`src/hdl/smm_pkg.sv`:
```
// ----------------------------------------------------------------------------
// smm_pkg
// Shared constants and controller/datapath handshake types for the sliding
// mean/median filter.
// ----------------------------------------------------------------------------
`default_nettype none

package smm_pkg;

   localparam int SAMPLE_W       = 16;
   localparam int CSR_W          = 5;
   localparam int DEF_MAX_WINDOW = 16;

   localparam logic [CSR_W-1:0] CSR_RESET = CSR_W'(3);

   typedef struct packed {
      logic accept;
      logic fetch;
      logic calc_start;
      logic calc_step;
      logic emit;
   } ctl_cmd_type;

   typedef struct packed {
      logic hit;
      logic fetch_last;
      logic calc_done;
      logic out_free;
   } ctl_status_type;

endpackage

`default_nettype wire

```
`src/hdl/smm_req_if.sv`:
```
// ----------------------------------------------------------------------------
// smm_req_if
// Sample channel: valid/ready handshake carrying one sample word.
// ----------------------------------------------------------------------------
`default_nettype none

interface smm_req_if import smm_pkg::*; ();

   logic                       valid;
   logic                       ready;
   logic signed [SAMPLE_W-1:0] sample;
   logic                       last_sample;

   modport source (output valid, output sample, output last_sample, input ready);
   modport sink   (input valid, input sample, input last_sample, output ready);

endinterface

`default_nettype wire

```
`src/hdl/smm_rsp_if.sv`:
```
// ----------------------------------------------------------------------------
// smm_rsp_if
// Result channel: valid/ready handshake carrying one mean/median/blend word.
// ----------------------------------------------------------------------------
`default_nettype none

interface smm_rsp_if import smm_pkg::*; ();

   logic                       valid;
   logic                       ready;
   logic signed [SAMPLE_W-1:0] mean_value;
   logic signed [SAMPLE_W-1:0] median_value;
   logic signed [SAMPLE_W-1:0] blend_value;

   modport source (output valid, output mean_value, output median_value,
                   output blend_value, input ready);
   modport sink   (input valid, input mean_value, input median_value,
                   input blend_value, output ready);

endinterface

`default_nettype wire

```
`src/hdl/sliding_mean_median_filter_core.sv`:
```
// ----------------------------------------------------------------------------
// sliding_mean_median_filter_core
// Sliding-window mean, median and blended average over signed 16-bit samples.
//
//   channel   direction  word                                   handshake
//   req_chan  in         sample, last_sample                    valid/ready
//   rsp_chan  out        mean_value, median_value, blend_value  valid/ready
//   csr_*     in         window_size (5 bits)                   write enable
//
// A word that completes a window of w samples has its window fetched from the
// single-port ring memory into the sorter row, and then runs the bit-serial
// divider for NW = 16 + clog2(MAX_WINDOW) steps. A word that gives no result
// goes from the check state straight back to idle.
// Synchronous reset clears the sequence and sets window_size to 3. A stalled
// result sits in the output register while the next word is processed.
// ----------------------------------------------------------------------------
`default_nettype none

module sliding_mean_median_filter_core import smm_pkg::*; #(
   parameter int MAX_WINDOW = DEF_MAX_WINDOW
) (
   input  wire logic             clock,
   input  wire logic             reset,
   smm_req_if.sink               req_chan,
   smm_rsp_if.source             rsp_chan,
   input  wire logic             csr_wr_en,
   input  wire logic [CSR_W-1:0] csr_wr_data
);

   ctl_cmd_type    cmd;
   ctl_status_type status;

   smm_ctl u_ctl (
      .clock     (clock),
      .reset     (reset),
      .req_valid (req_chan.valid),
      .req_ready (req_chan.ready),
      .status    (status),
      .cmd       (cmd)
   );

   smm_dp #(
      .MAX_WINDOW (MAX_WINDOW)
   ) u_dp (
      .clock            (clock),
      .reset            (reset),
      .csr_wr_en        (csr_wr_en),
      .csr_wr_data      (csr_wr_data),
      .req_sample       (req_chan.sample),
      .req_last_sample  (req_chan.last_sample),
      .cmd              (cmd),
      .status           (status),
      .rsp_ready        (rsp_chan.ready),
      .rsp_valid        (rsp_chan.valid),
      .rsp_mean_value   (rsp_chan.mean_value),
      .rsp_median_value (rsp_chan.median_value),
      .rsp_blend_value  (rsp_chan.blend_value)
   );

   a_emit_free: assert property (@(posedge clock) disable iff (reset)
      cmd.emit |-> status.out_free)
      else $error("result loaded into a full output register");

   a_busy_after_accept: assert property (@(posedge clock) disable iff (reset)
      cmd.accept |=> !req_chan.ready)
      else $error("sample port ready right after accepting a word");

   a_calc_needs_hit: assert property (@(posedge clock) disable iff (reset)
      cmd.calc_start |-> status.hit)
      else $error("calculation started without a full window");

endmodule

`default_nettype wire

```
`src/hdl/smm_ctl.sv`:
```
// ----------------------------------------------------------------------------
// smm_ctl
// Sequencer: accepts a sample word and, if its window is full, runs the window
// fetch/sort, then divide and median select, and loads the output register.
// ----------------------------------------------------------------------------
`default_nettype none

module smm_ctl import smm_pkg::*; (
   input  wire logic           clock,
   input  wire logic           reset,
   input  wire logic           req_valid,
   output logic                req_ready,
   input  wire ctl_status_type status,
   output ctl_cmd_type         cmd
);

   typedef enum logic [2:0] {
      IDLE,
      CHECK,
      FETCH,
      DRAIN,
      START,
      CALC,
      EMIT
   } state_type;

   state_type state_ff, state_in;
   logic      ready_ff;

   always_comb begin
      state_in = state_ff;
      cmd      = '0;
      unique case (state_ff)
         IDLE: begin
            if (req_valid && ready_ff) begin
               cmd.accept = 1'b1;
               state_in   = CHECK;
            end
         end
         CHECK: begin
            state_in = status.hit ? FETCH : IDLE;
         end
         FETCH: begin
            cmd.fetch = 1'b1;
            if (status.fetch_last) begin
               state_in = DRAIN;
            end
         end
         DRAIN: begin
            state_in = START;
         end
         START: begin
            cmd.calc_start = 1'b1;
            state_in       = CALC;
         end
         CALC: begin
            cmd.calc_step = 1'b1;
            if (status.calc_done) begin
               state_in = EMIT;
            end
         end
         EMIT: begin
            if (status.out_free) begin
               cmd.emit = 1'b1;
               state_in = IDLE;
            end
         end
         default: begin
            state_in = IDLE;
         end
      endcase
   end

   always_ff @(posedge clock) begin
      if (reset) begin
         state_ff <= IDLE;
         ready_ff <= 1'b0;
      end else begin
         state_ff <= state_in;
         ready_ff <= (state_in == IDLE);
      end
   end

   assign req_ready = ready_ff;

endmodule

`default_nettype wire

```
`src/hdl/smm_dp.sv`:
```
// ----------------------------------------------------------------------------
// smm_dp
// Datapath: sample ring memory, insertion sorter row, window accumulator,
// restoring divider, blend adder and result register.
// ----------------------------------------------------------------------------
`default_nettype none

module smm_dp import smm_pkg::*; #(
   parameter int MAX_WINDOW = DEF_MAX_WINDOW
) (
   input  wire logic                       clock,
   input  wire logic                       reset,
   input  wire logic                       csr_wr_en,
   input  wire logic [CSR_W-1:0]           csr_wr_data,
   input  wire logic signed [SAMPLE_W-1:0] req_sample,
   input  wire logic                       req_last_sample,
   input  wire ctl_cmd_type                cmd,
   output ctl_status_type                  status,
   input  wire logic                       rsp_ready,
   output logic                            rsp_valid,
   output logic signed [SAMPLE_W-1:0]      rsp_mean_value,
   output logic signed [SAMPLE_W-1:0]      rsp_median_value,
   output logic signed [SAMPLE_W-1:0]      rsp_blend_value
);

   localparam int AW  = $clog2(MAX_WINDOW);
   localparam int WW  = $clog2(MAX_WINDOW + 1);
   localparam int TW  = AW + 2;
   localparam int NW  = SAMPLE_W + $clog2(MAX_WINDOW);
   localparam int SW  = NW + 1;
   localparam int DCW = $clog2(NW + 1);

   logic [CSR_W-1:0]           csr_ff;
   logic [WW-1:0]              weff;
   logic [WW-1:0]              w_ff;
   logic [AW-1:0]              wp_ff;
   logic [WW-1:0]              fill_ff;
   logic [WW-1:0]              fill_in;
   logic                       hit_ff;
   logic [TW-1:0]              base_sum;
   logic [AW-1:0]              base_in;

   logic signed [SAMPLE_W-1:0] window_store_ff [MAX_WINDOW];
   logic [AW-1:0]              rd_addr_ff;
   logic [WW-1:0]              rd_cnt_ff;
   logic                       rd_vld_ff;
   logic signed [SAMPLE_W-1:0] rd_data_ff;

   logic signed [SW-1:0]       sum_ff;
   logic [SW-1:0]              abs_sum;

   logic signed [SAMPLE_W-1:0] cell_ff [MAX_WINDOW];
   logic signed [SAMPLE_W-1:0] cell_in [MAX_WINDOW];
   logic [MAX_WINDOW-1:0]      vld_ff;
   logic [MAX_WINDOW-1:0]      gt;
   logic [WW-1:0]              shift_cnt_ff;
   logic [WW-1:0]              half_w;
   logic                       shift_en;

   logic [WW-1:0]              rem_ff;
   logic [NW-1:0]              quo_ff;
   logic                       neg_ff;
   logic [DCW-1:0]             div_cnt_ff;
   logic [WW:0]                rem_shift;
   logic                       rem_ge;
   logic                       div_en;

   logic signed [SAMPLE_W-1:0] mean_in;
   logic signed [SAMPLE_W:0]   blend_sum;
   logic signed [SAMPLE_W:0]   blend_adj;

   logic                       rsp_valid_ff;
   logic signed [SAMPLE_W-1:0] mean_ff;
   logic signed [SAMPLE_W-1:0] median_ff;
   logic signed [SAMPLE_W-1:0] blend_ff;

   always_comb begin
      if (csr_ff == '0) begin
         weff = WW'(1);
      end else if (int'(csr_ff) > MAX_WINDOW) begin
         weff = WW'(MAX_WINDOW);
      end else begin
         weff = WW'(csr_ff);
      end
   end

   assign fill_in  = (fill_ff == WW'(MAX_WINDOW)) ? fill_ff : fill_ff + WW'(1);
   assign base_sum = TW'(wp_ff) + TW'(1) + TW'(MAX_WINDOW) - TW'(weff);
   assign base_in  = (base_sum >= TW'(MAX_WINDOW)) ? AW'(base_sum - TW'(MAX_WINDOW))
                                                   : AW'(base_sum);

   always_ff @(posedge clock) begin
      if (reset) begin
         csr_ff  <= CSR_RESET;
         wp_ff   <= '0;
         fill_ff <= '0;
         hit_ff  <= 1'b0;
      end else begin
         if (csr_wr_en) begin
            csr_ff <= csr_wr_data;
         end
         if (cmd.accept) begin
            hit_ff <= (fill_in >= weff);
            if (req_last_sample) begin
               wp_ff   <= '0;
               fill_ff <= '0;
            end else begin
               wp_ff   <= (wp_ff == AW'(MAX_WINDOW - 1)) ? '0 : wp_ff + AW'(1);
               fill_ff <= fill_in;
            end
         end
      end
   end

   always_ff @(posedge clock) begin
      if (cmd.accept) begin
         window_store_ff[wp_ff] <= req_sample;
      end
      if (cmd.fetch) begin
         rd_data_ff <= window_store_ff[rd_addr_ff];
      end
   end

   always_ff @(posedge clock) begin
      if (reset) begin
         rd_vld_ff <= 1'b0;
         rd_cnt_ff <= '0;
      end else begin
         rd_vld_ff <= cmd.fetch;
         if (cmd.accept) begin
            rd_cnt_ff <= '0;
         end else if (cmd.fetch) begin
            rd_cnt_ff <= rd_cnt_ff + WW'(1);
         end
      end
   end

   always_ff @(posedge clock) begin
      if (cmd.accept) begin
         w_ff       <= weff;
         rd_addr_ff <= base_in;
         sum_ff     <= '0;
      end else begin
         if (cmd.fetch) begin
            rd_addr_ff <= (rd_addr_ff == AW'(MAX_WINDOW - 1)) ? '0 : rd_addr_ff + AW'(1);
         end
         if (rd_vld_ff) begin
            sum_ff <= sum_ff + SW'(rd_data_ff);
         end
      end
   end

   // sorter row: cells stay ascending, empty cells act as +infinity
   assign half_w   = w_ff >> 1;
   assign shift_en = cmd.calc_step && (shift_cnt_ff != half_w);

   for (genvar g = 0; g < MAX_WINDOW; g++) begin : g_cell
      assign gt[g] = !vld_ff[g] || (cell_ff[g] > rd_data_ff);

      always_comb begin
         cell_in[g] = cell_ff[g];
         if (rd_vld_ff) begin
            if (g == 0) begin
               if (gt[g]) begin
                  cell_in[g] = rd_data_ff;
               end
            end else if (gt[g]) begin
               cell_in[g] = gt[(g > 0) ? g - 1 : g] ? cell_ff[(g > 0) ? g - 1 : g]
                                                    : rd_data_ff;
            end
         end else if (shift_en) begin
            if (g < MAX_WINDOW - 1) begin
               cell_in[g] = cell_ff[(g < MAX_WINDOW - 1) ? g + 1 : g];
            end
         end
      end

      always_ff @(posedge clock) begin
         cell_ff[g] <= cell_in[g];
      end

      always_ff @(posedge clock) begin
         if (reset || cmd.accept) begin
            vld_ff[g] <= 1'b0;
         end else if (rd_vld_ff) begin
            if (g == 0) begin
               vld_ff[g] <= 1'b1;
            end else begin
               vld_ff[g] <= vld_ff[g] | vld_ff[(g > 0) ? g - 1 : g];
            end
         end
      end
   end

   // restoring divider, one quotient bit per step
   assign abs_sum   = sum_ff[SW-1] ? (~sum_ff + SW'(1)) : sum_ff;
   assign div_en    = cmd.calc_step && (div_cnt_ff != DCW'(NW));
   assign rem_shift = {rem_ff, quo_ff[NW-1]};
   assign rem_ge    = (rem_shift >= {1'b0, w_ff});

   always_ff @(posedge clock) begin
      if (reset) begin
         div_cnt_ff   <= '0;
         shift_cnt_ff <= '0;
      end else if (cmd.calc_start) begin
         div_cnt_ff   <= '0;
         shift_cnt_ff <= '0;
      end else begin
         if (div_en) begin
            div_cnt_ff <= div_cnt_ff + DCW'(1);
         end
         if (shift_en) begin
            shift_cnt_ff <= shift_cnt_ff + WW'(1);
         end
      end
   end

   always_ff @(posedge clock) begin
      if (cmd.calc_start) begin
         rem_ff <= '0;
         quo_ff <= abs_sum[NW-1:0];
         neg_ff <= sum_ff[SW-1];
      end else if (div_en) begin
         rem_ff <= rem_ge ? WW'(rem_shift - {1'b0, w_ff}) : rem_shift[WW-1:0];
         quo_ff <= {quo_ff[NW-2:0], rem_ge};
      end
   end

   assign mean_in   = neg_ff ? SAMPLE_W'(~quo_ff[SAMPLE_W-1:0] + SAMPLE_W'(1))
                             : quo_ff[SAMPLE_W-1:0];
   assign blend_sum = {mean_in[SAMPLE_W-1], mean_in} + {cell_ff[0][SAMPLE_W-1], cell_ff[0]};
   assign blend_adj = blend_sum + {{SAMPLE_W{1'b0}}, blend_sum[SAMPLE_W]};

   always_ff @(posedge clock) begin
      if (reset) begin
         rsp_valid_ff <= 1'b0;
      end else if (cmd.emit) begin
         rsp_valid_ff <= 1'b1;
      end else if (rsp_ready) begin
         rsp_valid_ff <= 1'b0;
      end
   end

   always_ff @(posedge clock) begin
      if (cmd.emit) begin
         mean_ff   <= mean_in;
         median_ff <= cell_ff[0];
         blend_ff  <= blend_adj[SAMPLE_W:1];
      end
   end

   assign status.hit        = hit_ff;
   assign status.fetch_last = (rd_cnt_ff == w_ff - WW'(1));
   assign status.calc_done  = (div_cnt_ff == DCW'(NW)) && (shift_cnt_ff == half_w);
   assign status.out_free   = !rsp_valid_ff || rsp_ready;

   assign rsp_valid        = rsp_valid_ff;
   assign rsp_mean_value   = mean_ff;
   assign rsp_median_value = median_ff;
   assign rsp_blend_value  = blend_ff;

endmodule

`default_nettype wire

```
`src/flat_wrapper.sv`:
```
// flat-port wrapper written by rule: the top's interface ports become plain ports
module sliding_mean_median_filter_core_flat import smm_pkg::*;
#(
   parameter int MAX_WINDOW = DEF_MAX_WINDOW
)
  (clock, reset, csr_wr_en, csr_wr_data, req_chan_valid, req_chan_sample, req_chan_last_sample, req_chan_ready, rsp_chan_valid, rsp_chan_mean_value, rsp_chan_median_value, rsp_chan_blend_value, rsp_chan_ready);
  smm_req_if req_chan_i ();
  smm_rsp_if rsp_chan_i ();
  input  wire logic clock;
  input  wire logic reset;
  input  wire logic csr_wr_en;
  input  wire logic [CSR_W-1:0] csr_wr_data;
  input wire logic [$bits(req_chan_i.valid)-1:0] req_chan_valid;
  input wire logic [$bits(req_chan_i.sample)-1:0] req_chan_sample;
  input wire logic [$bits(req_chan_i.last_sample)-1:0] req_chan_last_sample;
  output wire logic [$bits(req_chan_i.ready)-1:0] req_chan_ready;
  output wire logic [$bits(rsp_chan_i.valid)-1:0] rsp_chan_valid;
  output wire logic [$bits(rsp_chan_i.mean_value)-1:0] rsp_chan_mean_value;
  output wire logic [$bits(rsp_chan_i.median_value)-1:0] rsp_chan_median_value;
  output wire logic [$bits(rsp_chan_i.blend_value)-1:0] rsp_chan_blend_value;
  input wire logic [$bits(rsp_chan_i.ready)-1:0] rsp_chan_ready;
  assign req_chan_i.valid = req_chan_valid;
  assign req_chan_i.sample = req_chan_sample;
  assign req_chan_i.last_sample = req_chan_last_sample;
  assign req_chan_ready = req_chan_i.ready;
  assign rsp_chan_valid = rsp_chan_i.valid;
  assign rsp_chan_mean_value = rsp_chan_i.mean_value;
  assign rsp_chan_median_value = rsp_chan_i.median_value;
  assign rsp_chan_blend_value = rsp_chan_i.blend_value;
  assign rsp_chan_i.ready = rsp_chan_ready;
  sliding_mean_median_filter_core #(.MAX_WINDOW(MAX_WINDOW)) u_core (.clock(clock), .reset(reset), .req_chan(req_chan_i), .rsp_chan(rsp_chan_i), .csr_wr_en(csr_wr_en), .csr_wr_data(csr_wr_data));
endmodule
```
`config.mk`:
```
export PLATFORM = sky130hd
export DESIGN_NAME = sliding_mean_median_filter_core_flat
export DESIGN_NICKNAME = d
export VERILOG_FILES = /design/src/hdl/smm_pkg.sv /design/src/hdl/smm_req_if.sv /design/src/hdl/smm_rsp_if.sv /design/src/hdl/sliding_mean_median_filter_core.sv /design/src/hdl/smm_ctl.sv /design/src/hdl/smm_dp.sv /design/src/flat_wrapper.sv
export SDC_FILE = /design/constraint.sdc
export NUM_CORES = 2
export LEC_CHECK = 0
export ABC_AREA = 1
export BUFFER_PORTS_ARGS = -buffer_cell sky130_fd_sc_hd__buf_2
export CAP_MARGIN = 20
export CORE_UTILIZATION = 58
export CTS_CLUSTER_SIZE = 14
export DETAILED_ROUTE_END_ITERATION = 8
export PLACE_DENSITY = 0.79
export SLEW_MARGIN = 20
export SYNTH_ARGS = -nofsm -noshare
export SYNTH_HDL_FRONTEND = slang
export SYNTH_SLANG_ARGS = --single-unit
```
`constraint.sdc`:
```
create_clock -name clock -period 4.9 [get_ports clock]
set_input_delay 0.735 -clock clock [delete_from_list [all_inputs] [get_ports clock]]
set_output_delay 0.735 -clock clock [all_outputs]
set_load 0.05 [all_outputs]
```
### Yosys cells after proc, flatten, opt, wreduce, memory -nomap -nowiden

Memories as Yosys holds them, arrays and structs flattened. A register that Yosys moved wholly into a read port is not among the register bits.
Index checks and enable logic that the tools add are counted.

| storage, ports and cells | value |
|---|---|
| output and inout port bits | 50 |
| input bits | 27 |
| memories kept | 2 |
| word-level logic and storage cells | 247 |
| bits in writable memories | 512 |
| register bits | 156 |

| operators by class | value |
|---|---|
| reductions and logical operators | 47 |
| eq/ne operators | 14 |
| $add $sub $neg | 17 |
| muxes and demuxes | 94 |
| bitwise gates (word level) | 17 |
| order comparisons | 20 |

Memories:

| name | words | width | rd ports | clocked after Yosys merged registers in | wr ports | line | RTL |
|---|---|---|---|---|---|---|---|
| u_core.u_dp.cell_ff | 16 | 16 | 16 | 0 | 16 | smm_dp.sv:52 | `logic signed [SAMPLE_W-1:0] cell_ff [MAX_WINDOW];` |
| u_core.u_dp.window_store_ff | 16 | 16 | 1 | 1 | 1 | smm_dp.sv:43 | `logic signed [SAMPLE_W-1:0] window_store_ff [MAX_WINDOW];` |

Operator list:

| cell | number |
|---|---|
| $mux 16 | 63 |
| $gt 16x16->1 | 16 |
| $mux 20 | 3 |
| $mux 5 | 5 |
| $mux 4 | 6 |
| $add 21x16->21 | 1 |
| $pmux 3 s7 | 1 |
| $add 20x2->20 const B | 1 |
| $add 5x1->5 const B | 4 |
| $not 20->20 | 1 |
| $logic_or 1x1->1 | 18 |
| $add 16x16->17 | 1 |
| $add 17x1->17 | 1 |
| $logic_not 1->1 | 17 |
| $add 16x1->16 const B | 1 |
| $not 16->16 | 1 |
| $or 1x1->1 | 15 |
| $mux 3 | 4 |
| $mux 1 | 11 |
| $eq 5x5->1 const B | 2 |
| $eq 3x3->1 const B | 3 |
| $add 4x1->4 const B | 2 |
| $eq 4x4->1 const B | 2 |
| $add 5x5->6 const B | 1 |
| 21 further kinds | 29 |

### Logic depth before layout (Yosys ltp)

| depth | value |
|---|---|
| depth in word-level cells | 7 |
| depth in mapped cells | 33 |
| mapped depth without buffers | 33 |

### By module

From an unflattened synthesis, not the netlist that was laid out.

| second synthesis, totals | value |
|---|---|
| cell total of the unflattened synthesis | 4718 |
| area, all modules | 39977.1 sq um |

Modules (own cells, without submodules):

| module | area each (sq um) | cells each | seq. area each (sq um) | instances |
|---|---|---|---|---|
| smm_dp | 39719.3 | 4672 | 19678.9 | 1 |
| smm_ctl | 257.7 | 46 | 80.1 | 1 |

### Worst setup path before layout

OpenSTA, ideal clock, no wires.

| path | value |
|---|---|
| path type | register to register |
| from | register u_core.u_dp.quo_ff[0] |
| to | register u_core.u_dp.blend_ff[15], in the netlist u_core.u_dp.rsp_blend_value[15], data pin |
| path slack | 1066 ps |
| buffers on the path | 0 |
| data arrival time | 3582 ps |
| period minus slack after synthesis | 3834 ps |
| stages on the path, launching flop included | 33 |
| data required time | 4647 ps |
| library setup time | 253 ps |
| path through | edfxtp_1 inv_1 ha_1 inv_1 nor3_1 inv_1 nor2_1 inv_1 nor2_1 nand2_1 nand2_1 nand2_1 xor2_1 ha_1 inv_1 nor3_1 and2_1 nand2_2 nand2_1 nand2_1 nand2_2 nand2_1 inv_1 ha_1 inv_1 nor2_1 nand2_1 nor2_1 nand3_1 nor2_1 nand3_1 nand2_1 nand2_1 |

| between the ends | value |
|---|---|
| longest elaborated chain between the ends | 5 |

RTL lines:

| what | line | RTL |
|---|---|---|
| start: declaration | smm_dp.sv:61 | `logic [NW-1:0] quo_ff;` |
| start signal: assignment | smm_dp.sv:221 | `quo_ff <= abs_sum[NW-1:0];` |
| start signal: assignment | smm_dp.sv:225 | `quo_ff <= {quo_ff[NW-2:0], rem_ge};` |
| $not 16->16 | smm_dp.sv:229 | `assign mean_in = neg_ff ? SAMPLE_W'(~quo_ff[SAMPLE_W-1:0] + SAMPLE_W'(1))` |
| $add 16x1->16 | smm_dp.sv:229 |  |
| $mux 16 | smm_dp.sv:229 |  |
| named net u_core.u_dp.mean_in[14] | smm_dp.sv:68 | `logic signed [SAMPLE_W-1:0] mean_in;` |
| $add 16x16->17 | smm_dp.sv:231 | `assign blend_sum = {mean_in[SAMPLE_W-1], mean_in} + {cell_ff[0][SAMPLE_W-1], cell_ff[0]};` |
| $add 17x1->17 | smm_dp.sv:232 | `assign blend_adj = blend_sum + {{SAMPLE_W{1'b0}}, blend_sum[SAMPLE_W]};` |
| named net u_core.u_dp.blend_adj[16] | smm_dp.sv:70 | `logic signed [SAMPLE_W:0] blend_adj;` |
| end signal: assignment | smm_dp.sv:248 | `blend_ff <= blend_adj[SAMPLE_W:1];` |
| end: declaration | smm_dp.sv:75 | `logic signed [SAMPLE_W-1:0] blend_ff;` |

The timed path passes the listed nets, and every way through them passes these cells.
A chain may end at the register's enable or synchronous reset.

### Worst setup path in the final report

Ends and elaborated chain as after synthesis.

==> parameters.txt <==
Parameter                              Value

Status
  Outcome    finished, violations left
  Failing checks    design-rule violations

Timing
  Final setup violating endpoints    0
  Final setup TNS    0 ns
  Slew margin rel.    0.2034
  Achievable clock frequency    0.2307 GHz
  Clock Skew    0.03361 ns
  Setup repair after global routing missed its margin    false
  Worst Max-Slew Pin Slew    1.192 ns
  Part of the cycle the worst path needs    0.8845
  Time the worst path needs with I/O delays and setup    4.334 ns
  Final Hold Viols    0
  Number of slew-limit violations in the final report    0

Clocking
  Clock Tree Buf Depth    3
  Number of clock buffers inserted by TritonCTS    75
  Hold-fix buffers at CTS    0
  Clock tree from TritonCTS    yes
  Worst-Skew Late Latency    0.63 ns
  Clock sinks    684
  Clock Pin Slew Worst Setup and Hold Paths    0.06 ns
  Clock Root Buffer    clkbuf_16
  # H-tree levels    3

Layout
  Share of final-layout standard cells stronger than drive strength 1    0.07131
  Most frequent standard cell in the layout excluding fill and tap cells    nand2_1
  Most used cells in the layout excluding fill and tap cells    1831 x nand2_1, 606 x edfxtp_1, 506 x inv_1
  Final std cell area, no fill    0.04364 mm^2
  Total number of nets in the final design    5104
  Layout overhead on the synthesized area    9.410%
  Post-layout instance count excluding filler cells    5684

Global route
  Vias in the first global route    31640
  Global-route wire length before repair    169.9 mm
  Largest net degree at the start of global routing    104
  All-layer global routing usage    0.3122
  Antenna violations before repair    3
  Overflow after GRT    0

Die
  Vertical die dimension    264.3 um
  # rows    95
  Die width    264.3 um
  Area inside the core boundary    0.06763 mm^2
  Die Area    0.06983 mm^2
  Effective utilization at floorplan    0.5898
  Ports placed on the boundary    77

Yosys
  Number of nets in the synthesized netlist    5041
  Cell Area, Synth    0.03989 mm^2
  Gate count after technology mapping    4689
  Synth async-reset ratio    0
  Cell types with the largest area share after synthesis    edfxtp_1 46%, nand2_1 17%, ha_1 10%, inv_1 4.8%, dfxtp_1 3.9%
  Synth Register Bits    684
  Count of flip-flops with a built-in enable after synthesis    606
  Count of different cell masters after synthesis    55
  Yosys top cell by area    edfxtp_1
  Part of the Yosys area used for sequential elements    0.4953
  Synth Warn #    0
  Most used DFF post-synth    edfxtp_1
  Mean instance size in the synthesized netlist    8.507 um^2
  Share of Yosys cell area claimed by the top area cell type    0.4562

Worst setup path
  Maximum single-stage delay on the critical path    0.45 ns
  Critical-path maximum fanout    5
  Element type at the critical path start    flop
  Required time at the worst-slack endpoint    5.27 ns
  Critical path start-end classification    flop to flop
  Most Frequent Cell on Critical Path    nand2_1
  Cell type of the slowest stage on the worst timing path    edfxtp_1
  Critical path endpoint category    flop
  Arrival time at the worst endpoint    4.71 ns

Routing
  Aggregate routed wire length    109.2 mm
  DRC errors left    2
  Per-cell via count in the routed design    5.777
  Average wire per cell in the routed design    19.22 um
  First-pass DRT Iterations    7
  Vias after detailed routing    32840
  Remaining antenna violation count    0
  Number of violations reported at the end of detailed-routing iteration 0    3506

Place
  # port buffers    76
  Placer's final routability congestion estimate    0.9355
  Half-perimeter wire length after placement    72.56 mm
  Inst Count DP    5546
  Post-detailed-placement cell area    0.04114 mm^2

Power
  Total leakage power    21.48 nW
  Largest voltage drop on the vdd net    0.0003851 V
  Power density over the cells    291.0 mW/mm^2

Worst hold path
  Classification of the worst-slack hold path    input port to flop

Flow run
  Maximum capacitance violations    0
## final cells by class
| class | count | area (um^2) |
|---|---|---|
| Timing Repair Buffer | 130 | 825.8 |
| Tap cell | 873 | 1092 |
| Antenna cell | 1 | 2.502 |
| Fill cell | 5417 | 23990 |
| Clock buffer | 100 | 2105 |
| Clock inverter | 35 | 342.8 |
| Multi-Input combinational cell | 3345 | 17570 |
| Inverter | 516 | 1943 |
| Sequential cell | 684 | 19760 |
## layer usage
layer | part of all wire | track usage
met4 | 0.049 | 0.1486
met2 | 0.47 | 0.5156
met3 | 0.091 | 0.05677
met5 | 0.00022 | 0
met1 | 0.39 | 0.3974
## what timing repair did
item,CTS,global route
gates resized for setup,0,2
endpoints found under the setup margin,0,1
setup buffers,0,0
hold endpoints to repair,0,0
## cells by family (layout without fill, tap and decap cells)
kind of cell               after synthesis  in the layout  share of synthesized area
AOI/OAI and AO/OA                      523            523                    0.07246
xor gates and xnor gates                81             81                    0.01854
adders and majority gates              325            325                     0.1027
buffers and inverters                  660            781                    0.06571
DFF                                    684            684                     0.4953
other                                    0              1                          0
and+or+nand+nor                       2416           2416                     0.2453
## Yosys cell counts (38+ instances only)
library cell and count:
a21oi_1 223, ha_1 321, nand3_1 155, edfxtp_1 606, clkbuf_1 95, dfxtp_1 78
xor2_1 60, o21ai_0 193, nor2_1 289, inv_1 508, nand4_1 38, nand2_1 1831
## worst max-delay path: cells and delay by family, from the launching register on
| family | cells | cell delay [ns] |
|---|---|---|
| xor gates and xnor gates | 1 | 0.17 |
| and+or+nand+nor | 21 | 2.25 |
| buffers and inverters | 7 | 0.55 |
| adders and majority gates | 3 | 0.67 |
| DFF | 1 | 0.45 |
## state kept, by name, summed over array words and instances (netlist names), 4 cells and up
name and flops:
u_core.u_dp.csr_ff 5, u_core.u_dp.vld_ff 16, u_core.u_dp.cell_ff 256, u_core.u_dp.quo_ff 20, u_core.u_dp.shift_cnt_ff 5, u_core.u_dp.fill_ff 5
u_core.u_dp.rd_addr_ff 4, u_core.u_dp.w_ff 5, u_core.u_dp.rsp_blend_value 16, u_core.u_dp.rem_ff 5, u_core.u_dp.rd_data_ff 16, u_core.u_dp.rsp_mean_value 16
u_core.u_dp.window_store_ff 256, u_core.u_dp.rsp_median_value 16, u_core.u_dp.sum_ff 21, u_core.u_dp.div_cnt_ff 5, u_core.u_dp.wp_ff 4, u_core.u_dp.rd_cnt_ff 5
## metrics by stage
stage	total power (W)	utilization	setup slack, ns	hold WS [ns]
5_1_grt	0.01304	0.6453	0.06674	0.3183
4_1_cts	0.01273	0.6445	0.5076	0.2860
2_1_floorplan	0.006922	-	1.066	0.4283
6_report	0.01270	0.6453	0.5659	0.3068
3_5_place_dp	0.007137	0.6083	0.5203	0.4643
3_3_place_gp	0.007118	0.6083	0.6455	0.4571
## report_power, final
part	switching, W	internal (W)	leakage, nW
logic	0.000459	0.000198	14.2
clock network	0.00236	0.00329	1.20
registers	0.0000351	0.00635	6.09
total	0.00286	0.00984	21.5
## final timing paths
| check | start | end | slack, ns | depth (start not counted) |
|---|---|---|---|---|
| worst max-delay path | u_core.u_dp.quo_ff[0] | u_core.u_dp.rsp_blend_value[15] | 0.57 | 32 |
| worst min-delay path | csr_wr_data[0] | u_core.u_dp.csr_ff[0] | 0.31 | 3 |
| worst max register to register | u_core.u_dp.quo_ff[0] | u_core.u_dp.rsp_blend_value[15] | 0.57 | 32 |
| worst min register to register | u_core.u_dp.rem_ff[4] | u_core.u_dp.rem_ff[4] | 0.47 | 2 |
Note: power is estimated with default switching activity, not from simulation.
